`src/design/assert_macros.svh`:
```
// Assertion helpers for the sorted key/value table.
`ifndef ASSERT_MACROS_SVH
`define ASSERT_MACROS_SVH

`ifndef NO_ASSERTIONS

// Check that a property holds at every rising clock edge outside reset.
`define SKVT_ASSERT(label, clk, rst_n, prop, msg) \
	label: assert property (@(posedge clk) disable iff (!rst_n) (prop)) else $error(msg);

// Check that a condition never holds outside reset.
`define SKVT_NEVER(label, clk, rst_n, cond, msg) \
	label: assert property (@(posedge clk) disable iff (!rst_n) !(cond)) else $error(msg);

`else

`define SKVT_ASSERT(label, clk, rst_n, prop, msg)
`define SKVT_NEVER(label, clk, rst_n, cond, msg)

`endif

`endif

```
`src/design/skvt_pkg.sv`:
```
`timescale 1ns / 1ps

package skvt_pkg;

	localparam int CAPACITY_DEF = 256;
	localparam int KEY_W        = 64;
	localparam int OWNER_W      = 64;
	localparam int COUNT_OUT_W  = 9;

	typedef enum logic [1:0] {
		REQ_INSERT = 2'd0,
		REQ_LOOKUP = 2'd1,
		REQ_REMOVE = 2'd2,
		REQ_CLEAR  = 2'd3
	} req_kind_t;

	typedef struct packed {
		req_kind_t            req_type;
		logic [KEY_W-1:0]     instance_key;
		logic [OWNER_W-1:0]   owner_value;
	} req_t;

	typedef struct packed {
		logic                   success;
		logic [OWNER_W-1:0]     found_owner;
		logic [COUNT_OUT_W-1:0] entries_in_use;
	} rsp_t;

	typedef struct packed {
		logic [KEY_W-1:0]   key;
		logic [OWNER_W-1:0] owner;
	} entry_t;

endpackage

```
`src/design/skvt_seq.sv`:
```
`timescale 1ns / 1ps
`include "assert_macros.svh"

module skvt_seq #(
	parameter int CAPACITY = skvt_pkg::CAPACITY_DEF,
	parameter int IDX_W    = $clog2(CAPACITY)
) (
	input  logic                clk,
	input  logic                arst_n,
	input  logic                start,
	output logic                busy,
	input  skvt_pkg::req_t      req,
	output logic                done,
	output skvt_pkg::rsp_t      rsp,
	output logic                ram_re,
	output logic [IDX_W-1:0]    ram_raddr,
	output logic                ram_we,
	output logic [IDX_W-1:0]    ram_waddr,
	output skvt_pkg::entry_t    ram_wdata,
	input  skvt_pkg::entry_t    ram_rdata
);
	import skvt_pkg::*;

	localparam int CNT_W = $clog2(CAPACITY + 1);
	localparam logic [CNT_W-1:0] CAP_C = CNT_W'(CAPACITY);
	localparam logic [CNT_W-1:0] ONE_C = CNT_W'(1);

	typedef enum logic [6:0] {
		S_IDLE  = 7'b0000001,
		S_SRCH  = 7'b0000010,
		S_CMP   = 7'b0000100,
		S_HIT   = 7'b0001000,
		S_EXEC  = 7'b0010000,
		S_MOVE  = 7'b0100000,
		S_FINAL = 7'b1000000
	} state_t;

	state_t                state_q;
	req_kind_t             op_q;
	logic [KEY_W-1:0]      key_q;
	logic [OWNER_W-1:0]    val_q;
	logic [CNT_W-1:0]      cnt_q;
	logic [CNT_W-1:0]      lo_q;
	logic [CNT_W-1:0]      hi_q;
	logic                  hit_q;
	logic [OWNER_W-1:0]    owner_q;
	logic [CNT_W-1:0]      src_q;
	logic [CNT_W-1:0]      left_q;
	logic                  mv_vld_s1;
	logic [IDX_W-1:0]      mv_dst_s1;
	logic                  done_q;
	rsp_t                  rsp_q;

	logic [CNT_W-1:0]      mid;
	logic [CNT_W-1:0]      src_inc;
	logic [CNT_W-1:0]      src_dec;
	logic                  is_ins;

	assign mid     = lo_q + ((hi_q - lo_q) >> 1);
	assign src_inc = src_q + ONE_C;
	assign src_dec = src_q - ONE_C;
	assign is_ins  = (op_q == REQ_INSERT);
	assign busy    = (state_q != S_IDLE);
	assign done    = done_q;
	assign rsp     = rsp_q;

	always_comb begin
		ram_re    = 1'b0;
		ram_raddr = mid[IDX_W-1:0];
		ram_we    = 1'b0;
		ram_waddr = mv_dst_s1;
		ram_wdata = ram_rdata;
		case (state_q)
			S_SRCH: begin
				if (lo_q < hi_q) begin
					ram_re = 1'b1;
				end else if (lo_q < cnt_q) begin
					ram_re    = 1'b1;
					ram_raddr = lo_q[IDX_W-1:0];
				end
			end
			S_MOVE: begin
				ram_re    = (left_q != '0);
				ram_raddr = src_q[IDX_W-1:0];
				ram_we    = mv_vld_s1;
			end
			S_FINAL: begin
				ram_we    = is_ins;
				ram_waddr = lo_q[IDX_W-1:0];
				ram_wdata = '{key: key_q, owner: val_q};
			end
			default: begin
			end
		endcase
	end

	always_ff @(posedge clk or negedge arst_n) begin
		if (!arst_n) begin
			state_q   <= S_IDLE;
			cnt_q     <= '0;
			mv_vld_s1 <= 1'b0;
			done_q    <= 1'b0;
		end else begin
			done_q <= 1'b0;
			case (state_q)
				S_IDLE: begin
					if (start) begin
						op_q  <= req.req_type;
						key_q <= req.instance_key;
						val_q <= req.owner_value;
						lo_q  <= '0;
						hi_q  <= cnt_q;
						if (req.req_type == REQ_CLEAR) begin
							cnt_q  <= '0;
							done_q <= 1'b1;
							rsp_q  <= '{success: 1'b1, found_owner: '0, entries_in_use: '0};
						end else begin
							state_q <= S_SRCH;
						end
					end
				end
				S_SRCH: begin
					if (lo_q < hi_q) begin
						state_q <= S_CMP;
					end else if (lo_q < cnt_q) begin
						state_q <= S_HIT;
					end else begin
						hit_q   <= 1'b0;
						owner_q <= '0;
						state_q <= S_EXEC;
					end
				end
				S_CMP: begin
					if (ram_rdata.key < key_q) begin
						lo_q <= mid + ONE_C;
					end else begin
						hi_q <= mid;
					end
					state_q <= S_SRCH;
				end
				S_HIT: begin
					hit_q   <= (ram_rdata.key == key_q);
					owner_q <= ram_rdata.owner;
					state_q <= S_EXEC;
				end
				S_EXEC: begin
					state_q <= S_IDLE;
					case (op_q)
						REQ_LOOKUP: begin
							done_q <= 1'b1;
							rsp_q.success        <= hit_q && (owner_q != '0);
							rsp_q.found_owner    <= hit_q ? owner_q : '0;
							rsp_q.entries_in_use <= COUNT_OUT_W'(cnt_q);
						end
						REQ_INSERT: begin
							if ((cnt_q < CAP_C) && !hit_q) begin
								src_q   <= cnt_q - ONE_C;
								left_q  <= cnt_q - lo_q;
								state_q <= S_MOVE;
							end else begin
								done_q <= 1'b1;
								rsp_q  <= '{success: 1'b0, found_owner: '0,
									entries_in_use: COUNT_OUT_W'(cnt_q)};
							end
						end
						REQ_REMOVE: begin
							if (hit_q) begin
								src_q   <= lo_q + ONE_C;
								left_q  <= cnt_q - lo_q - ONE_C;
								state_q <= S_MOVE;
							end else begin
								done_q <= 1'b1;
								rsp_q  <= '{success: 1'b0, found_owner: '0,
									entries_in_use: COUNT_OUT_W'(cnt_q)};
							end
						end
						default: begin
						end
					endcase
				end
				S_MOVE: begin
					if (left_q != '0) begin
						src_q     <= is_ins ? src_dec : src_inc;
						left_q    <= left_q - ONE_C;
						mv_vld_s1 <= 1'b1;
						mv_dst_s1 <= is_ins ? src_inc[IDX_W-1:0] : src_dec[IDX_W-1:0];
					end else begin
						mv_vld_s1 <= 1'b0;
						if (!mv_vld_s1) begin
							state_q <= S_FINAL;
						end
					end
				end
				S_FINAL: begin
					cnt_q   <= is_ins ? cnt_q + ONE_C : cnt_q - ONE_C;
					done_q  <= 1'b1;
					rsp_q   <= '{success: 1'b1, found_owner: '0,
						entries_in_use: COUNT_OUT_W'(is_ins ? cnt_q + ONE_C : cnt_q - ONE_C)};
					state_q <= S_IDLE;
				end
				default: begin
					state_q <= S_IDLE;
				end
			endcase
		end
	end

	`SKVT_NEVER(a_cnt_bound, clk, arst_n, cnt_q > CAP_C, "entry count above capacity")
	`SKVT_ASSERT(a_done_idle, clk, arst_n, done_q |-> (state_q == S_IDLE), "word sent while busy")
	`SKVT_NEVER(a_rw_clash, clk, arst_n, ram_re && ram_we && (ram_raddr == ram_waddr),
		"read and write of one entry in one cycle")
	`SKVT_ASSERT(a_move_drain, clk, arst_n, (state_q == S_FINAL) |-> !mv_vld_s1,
		"shift still in flight at final step")

endmodule

```
`config.mk`:
```
export PLATFORM = sky130hd
export DESIGN_NAME = skvt_seq
export DESIGN_NICKNAME = d
export VERILOG_FILES = /design/src/design/skvt_pkg.sv /design/src/design/skvt_seq.sv
export VERILOG_INCLUDE_DIRS = /design/src /design/src/design
export SDC_FILE = /design/constraint.sdc
export NUM_CORES = 1
export LEC_CHECK = 0
export ABC_AREA = 0
export BUFFER_PORTS_ARGS = -buffer_cell sky130_fd_sc_hd__clkbuf_2
export CORE_AREA = 2 2 188 190
export DETAILED_ROUTE_END_ITERATION = 12
export DIE_AREA = 0 0 190 192
export PLACE_DENSITY_LB_ADDON = 0.12
export SETUP_SLACK_MARGIN = 0.05
export SKIP_LAST_GASP = 1
export SLEW_MARGIN = 20
export SYNTH_ARGS = -nofsm -noshare
export SYNTH_HDL_FRONTEND = slang
export SYNTH_SLANG_ARGS = --single-unit
```
`constraint.sdc`:
```
create_clock -name clk -period 20.5 [get_ports clk]
set_input_delay 3.075 -clock clk [delete_from_list [all_inputs] [get_ports clk]]
set_output_delay 3.075 -clock clk [all_outputs]
set_load 0.005 [all_outputs]
```
# Yosys cells after proc, flatten, opt, wreduce, memory -nomap -nowiden
# Index checks and enable logic that the tools add are counted.
# word_totals
regBits	331
latchBits	0
wordCells	141
ram_bits	0
rom_bits	0
inputBits	261
out_inout_bits	222
n_memories	0
# classes
bitwise_logic	0
n_div	0
reduce_logical	20
n_addsub	11
magnitude_cmp	4
n_eq_ne	28
n_mul	0
shift	0
mux	61
# ops
op	count
$pmux W74 S3	2
$mux W74	4
$mux W64	3
$mux W128	1
$pmux W64 S2	1
$mux W9	14
$pmux W9 S2	7
$eq A64 B64 Y1	1
$lt A64 B64 Y1	1
$reduce_bool A64 Y1	1
$pmux W7 S6	1
$add A9 B1 Y9 const B	4
$sub A9 B1 Y9 const B	4
$mux W8	4
$mux W7	4
$ne A2 B2 Y1 const B	10
$lt A9 B9 Y1	2
$sub A9 B9 Y9	2
$pmux W8 S2	1
$reduce_and A4 Y1	4
$ne A3 B3 Y1 const B	5
$mux W6	2
$pmux W6 S2	1
$mux W5	2
25 further kinds	43

# Logic depth before layout (Yosys ltp)
# depth
depth_word	5
ltp_mapped	16
depth_no_buf	16

# Worst setup path before layout
# No wires, ideal clock.
# synth_path
path_kind	input -> register
start	in start
end	reg key_q[0], enable pin
t_required_ns	19.879
slack_ns	11.318
arrival_ns	8.562
path_stages	2
setup_time_ns	0.621
path_buffers	0
cell_sequence	nand2_1 nor2_1
# synth_between
elab_chain_cells	1
# synth_lines
item	line	source
start: declaration	skvt_seq.sv:10	input logic start,
$reduce_and A3 Y1 (no line)	--	
end signal: assignment	skvt_seq.sv:109	key_q <= req.instance_key;
end: declaration	skvt_seq.sv:40	logic [KEY_W-1:0] key_q;
# No other way between the ends.
# A chain may end at the register's enable or synchronous reset.

# Final worst setup path
# layout_path
start	reg lo_q[1]
end	out ram_raddr[7]
# layout_between
elab_chain_cells	5
word_cells_on_any_way	7
cone_classes	add/sub (2); order compare (2); mux (3)
# layout_lines
item	line	source
start: declaration	skvt_seq.sv:43	logic [CNT_W-1:0] lo_q;
start signal: assignment	skvt_seq.sv:135	lo_q <= mid + ONE_C;
$sub A9 B9 Y9	skvt_seq.sv:59	assign mid = lo_q + ((hi_q - lo_q) >> 1);
$add A9 B8 Y9	skvt_seq.sv:59	
$mux W8	skvt_seq.sv:77	end else if (lo_q < cnt_q) begin
$mux W8	skvt_seq.sv:75	if (lo_q < hi_q) begin
$pmux W8 S2 *	skvt_seq.sv:73	case (state_q)
end: declaration	skvt_seq.sv:16	output logic [IDX_W-1:0] ram_raddr,
# Every way passes the cells marked *; elsewhere a longest branch is shown, timed or not.

==> impl_summary.txt <==
----------------------------------------------------
[Synthesis]
  Most instantiated library cell after synthesis ... sky130_fd_sc_hd__nand2_1
  Distinct cell type count of the synthesized netlist ... 71
  Multiplexer fraction of the synthesized cell area ... 0.00976
  Post-synthesis adder-cell area fraction ... 0.0743
  Synth Area per Inst ... around 11 µm²
  Synthesized cell area ... approximately 0.017 mm²
  Syn. warnings ... 0
  Flops & latches, synth ... 330
  Async set-reset flop share out of synthesis ... 0.0545
  Cell types occupying the most area after synthesis ... sky130_fd_sc_hd__edfxtp_1 (54%), sky130_fd_sc_hd__nand2_1 (7.8%), sky130_fd_sc_hd__ha_1 (7.1%), sky130_fd_sc_hd__and2_1 (4.7%), sky130_fd_sc_hd__o21ai_0 (3.8%)
  Yosys top cell by area ... sky130_fd_sc_hd__edfxtp_1
  Net count of the mapped netlist ... 1988
  Seq/Total Area, Yosys ... 0.568
  Top cells by instance count after synthesis ... sky130_fd_sc_hd__nand2_1 (361), sky130_fd_sc_hd__edfxtp_1 (312), sky130_fd_sc_hd__o21ai_0 (131), sky130_fd_sc_hd__and2_1 (130), sky130_fd_sc_hd__inv_1 (100)
  Post-synthesis compound-gate area fraction ... 0.0904
  Cell count after synthesis ... approximately 1600
  Combinational family with the most area after synthesis ... simple AND/OR/NAND/NOR gates
  Most instantiated flip-flop cell in the synthesis netlist ... sky130_fd_sc_hd__edfxtp_1
  Post-synth EDFFs ... 312
  Xor/xnor share of the synthesized area ... 0.0314
  Area share of and/or/nand/nor cells after synthesis ... 0.188
  Share of the synthesized area in the top cell type ... 0.541

[STA]
  Clock Skew ... roughly 0.012 ns
  Final Hold Fails ... 0
  Setup_tns ... 0 ns
  Number of endpoints failing setup at the final stage ... 0
  Post-layout minimum cycle time ... around 7.3 ns
  Tightest Pin Transition ... 1.01 ns
  Final setup margin ... between 10 and 15 ns
  Max Freq ... 0.138 GHz
  Count of final max-slew check failures ... 0
  RSZ-0062 raised after global routing ... no
  Ratio of final minimum period to clock period ... 0.355
  Relative slew margins ... 0.327

[Setup path]
  Buf/Inv on CP ... 2
  Largest stage delay on the critical path ... between 0.4 and 0.5 ns
  Peak fanout along the critical path ... 6
  Critical path's slowest cell ... sky130_fd_sc_hd__edfxtp_1
  Required time reported for the critical path endpoint ... around 17 ns
  Cell chain of the critical path ... inv_1 > ha_1 > nor2b_1 > o31a_1 > o21ai_0 > nand2_1 > a21o_1 > a21oi_1 > xnor2_1 > ha_1 > or2_2 > o22a_1 > xor2_1 > o211a_1 > a221o_1 > clkbuf_2
  Worst Setup Start Kind ... flip-flop
  Cell class contributing the biggest share of worst-path delay ... compound AO/OA/AOI/OAI gates
  Cell repeated most along the worst path ... sky130_fd_sc_hd__ha_1
  Crit path capture type ... primary output
  Classification of the worst setup path ... flip-flop to primary output
  Arr. time, crit path ... ~4.2 ns

[Routing]
  Routed wire length ... around 54 mm
  ANT nets after route ... 0
  DR vias/cell ... 5.43
  DRC Markers ... 0
  Average routed wire per standard cell ... approximately 21 µm
  Count of TritonRoute iterations in the first routing pass ... 7
  DR vias ... roughly 14000
  Starting DRC count in detailed routing ... around 1000

[Min path]
  Class of the most critical hold timing path ... flip-flop to flip-flop

[Final layout]
  Filler instances ... between 2000 and 3000
  Ant. Diodes ... 0
  # nets final ... approximately 2500
  Area delta synth->final ... 23.4%
  Non-filler instance count after layout ... 2572
  Fraction of layout cells with a size suffix above 1 ... 0.271

[Floorplanning]
  Core area ... about 0.034 mm²
  Initial Util ... 0.505
  Top Ports ... between 400 and 500
  Vert. Die Dim ... roughly 190 µm
  Area enclosed by the die boundary ... roughly 0.036 mm²
  Chip width ... 190 µm
  Std cell rows ... around 70

[Global route]
  Vias in the first global route ... approximately 14000
  Most used routing layer in global routing ... met2
  Pin count of the biggest net entering global routing ... 87
  Met2 capacity usage during global routing ... 0.509
  Global-route wire length before repair ... 78.3 mm
  Remaining global-route overflow ... 0
  Combined global-route utilization of all metal layers ... 0.285
  Met1 Track Usage GR ... 0.345
  GR Layer Usage met3 ... 0.0599
  Number of antenna violations at the first check in global routing ... 0

[Placement]
  Cell count after placement ... roughly 2500
  Port bufs ... about 480
  Gp weighted congestion ... 0.930
  HPWL after DPL ... roughly 41 mm
  Worst setup slack after placement ... 13.78 ns

[Clocking]
  Total CTS buffers ... 37
  Post-CTS Resized ... 0
  Clock tree from TritonCTS ... built
  Clock root buffer ... sky130_fd_sc_hd__clkbuf_16
  Hold-fix buffer count after cts ... 0
  Worst skew pair latency ... ~0.54 ns
  H-tree Lvls ... 2
  Maximum buffer depth of the clock tree ... 3
  Clock-pin slew reported for the worst setup and hold paths after clock tree synthesis ... about 0.060 ns
  Post-CTS setup repair buffer count ... 0
  CTS sink count ... between 300 and 400

[Power and ir drop]
  Leakage Power ... approximately 9.7 nW
  Power density of the placed cells ... 93.1 mW/mm²
  IR Drop Worst-Case VDD ... roughly 0.069 mV

[Outcome]
  Run status ... completed

[Run]
  Maximum capacitance violations ... 0

----------------------------------------------------
==> worst reg2reg max path, stage by stage (launching register included) <==
cell                      delay, ns
sky130_fd_sc_hd__dfrtp_1       0.43
sky130_fd_sc_hd__nor4_1        0.46
sky130_fd_sc_hd__and2b_1       0.22
sky130_fd_sc_hd__and3b_2       0.73
sky130_fd_sc_hd__buf_4         0.56
sky130_fd_sc_hd__a31oi_1       0.09
sky130_fd_sc_hd__buf_4         0.22
sky130_fd_sc_hd__a21oi_4       0.13
sky130_fd_sc_hd__buf_4         0.74
==> path summary, 6_finish.rpt <==
check | from | slack (ns) | endpoint | cells past startpoint
max | lo_q[1] | 13.23 | ram_raddr[7] | 16
min | mv_vld_s1 | 0.51 | state_q[6] | 1
max reg2reg | state_q[5] | 16.46 | rsp[33] | 8
min reg2reg | mv_vld_s1 | 0.51 | state_q[6] | 1
max in group asynchronous | arst_n | 17.50 | state_q[5] | 1
min in group asynchronous | arst_n | 2.57 | cnt_q[5] | 1
==> power by group <==
group	internal [W]	switching, W	leakage [nW]	total (W)
Clock	0.000389	0.000271	0.577	0.000659
Combinational	0.000196	0.000290	5.96	0.000486
Sequential	0.000809	0.0000322	3.19	0.000842
==> sequential cells by signal, indices dropped and copies added, names as in the netlist <==
name       flops
left_q         9
mv_dst_s1      8
key_q         64
rsp           74
val_q         64
src_q          8
state_q        7
op_q           2
hi_q           9
hit_q          1
lo_q           9
cnt_q          9
mv_vld_s1      1
owner_q       64
done           1
==> cells by family (layout without fill, tap and decap cells) <==
group / count (synthesis) / after routing
AND/OR/NAND/NOR: 683 / 683
multiplexers: 16 / 16
flip-flops: 330 / 330
adder cells (fa/ha/maj): 101 / 101
buffers and inverters: 175 / 666
XOR/XNOR: 62 / 62
AO/OA/AOI/OAI: 259 / 259
==> cell type report <==
type / count / area, µm² / share of cell area
Multi-Input combinational cell: 1121 / 6850 / 0.321
Sequential cell: 330 / 9820 / 0.460
Inverter: 100 / 375 / 0.0176
Clock buffer: 52 / 1020 / 0.0479
Timing Repair Buffer: 499 / 2540 / 0.119
Clock inverter: 15 / 171 / 0.00803
Tap cell: 455 / 569 / 0.0267
==> routing by layer <==
metal / share of wire / routed length (µm)
met2: 0.51 / 27200
met5: 0 / 0
met4: 0.031 / 1660
met3: 0.075 / 4020
met1: 0.39 / 20800
==> metrics by stage <==
stage	util	cell area, µm²	total power [W]	hold slack (ns)
floorplan	-	17300	0.00117	0.450
global placement	0.587	20100	0.00133	0.483
detailed placement	0.587	20100	0.00133	0.507
CTS	0.622	21300	0.00200	0.517
global route	0.623	21300	0.00208	0.542
finish	0.623	21300	0.00199	0.511
==> layout by cell type, fill, tap and decap left out, drive strengths merged, types with 3 or more instances in the layout <==
master  synthesis  layout
o21ai         132     132
or2             5       5
a22oi           5       5
bufinv          0       3
and2          133     133
xor2           21      21
a221o           5       5
nor3           14      14
a31oi           6       6
clkbuf         60     534
nor2           47      47
clkinv          0      10
o21a            4       4
buf            15      17
mux2            7       7
nand4          26      26
fa              3       3
inv           100     101
o31a            4       4
nand2b          6       6
ha             98      98
and3           12      12
a21oi          47      47
nor4           27      27
dfrtp          17      17
a211oi          8       8
edfxtp        312     312
o211ai          9       9
nand2         361     361
nand3          22      22
a21o           14      14
xnor2          41      41
nor2b           8       8
mux2i           9       9
nor3b           3       3
or3             8       8
Note: power is estimated with default switching activity, not from simulation.
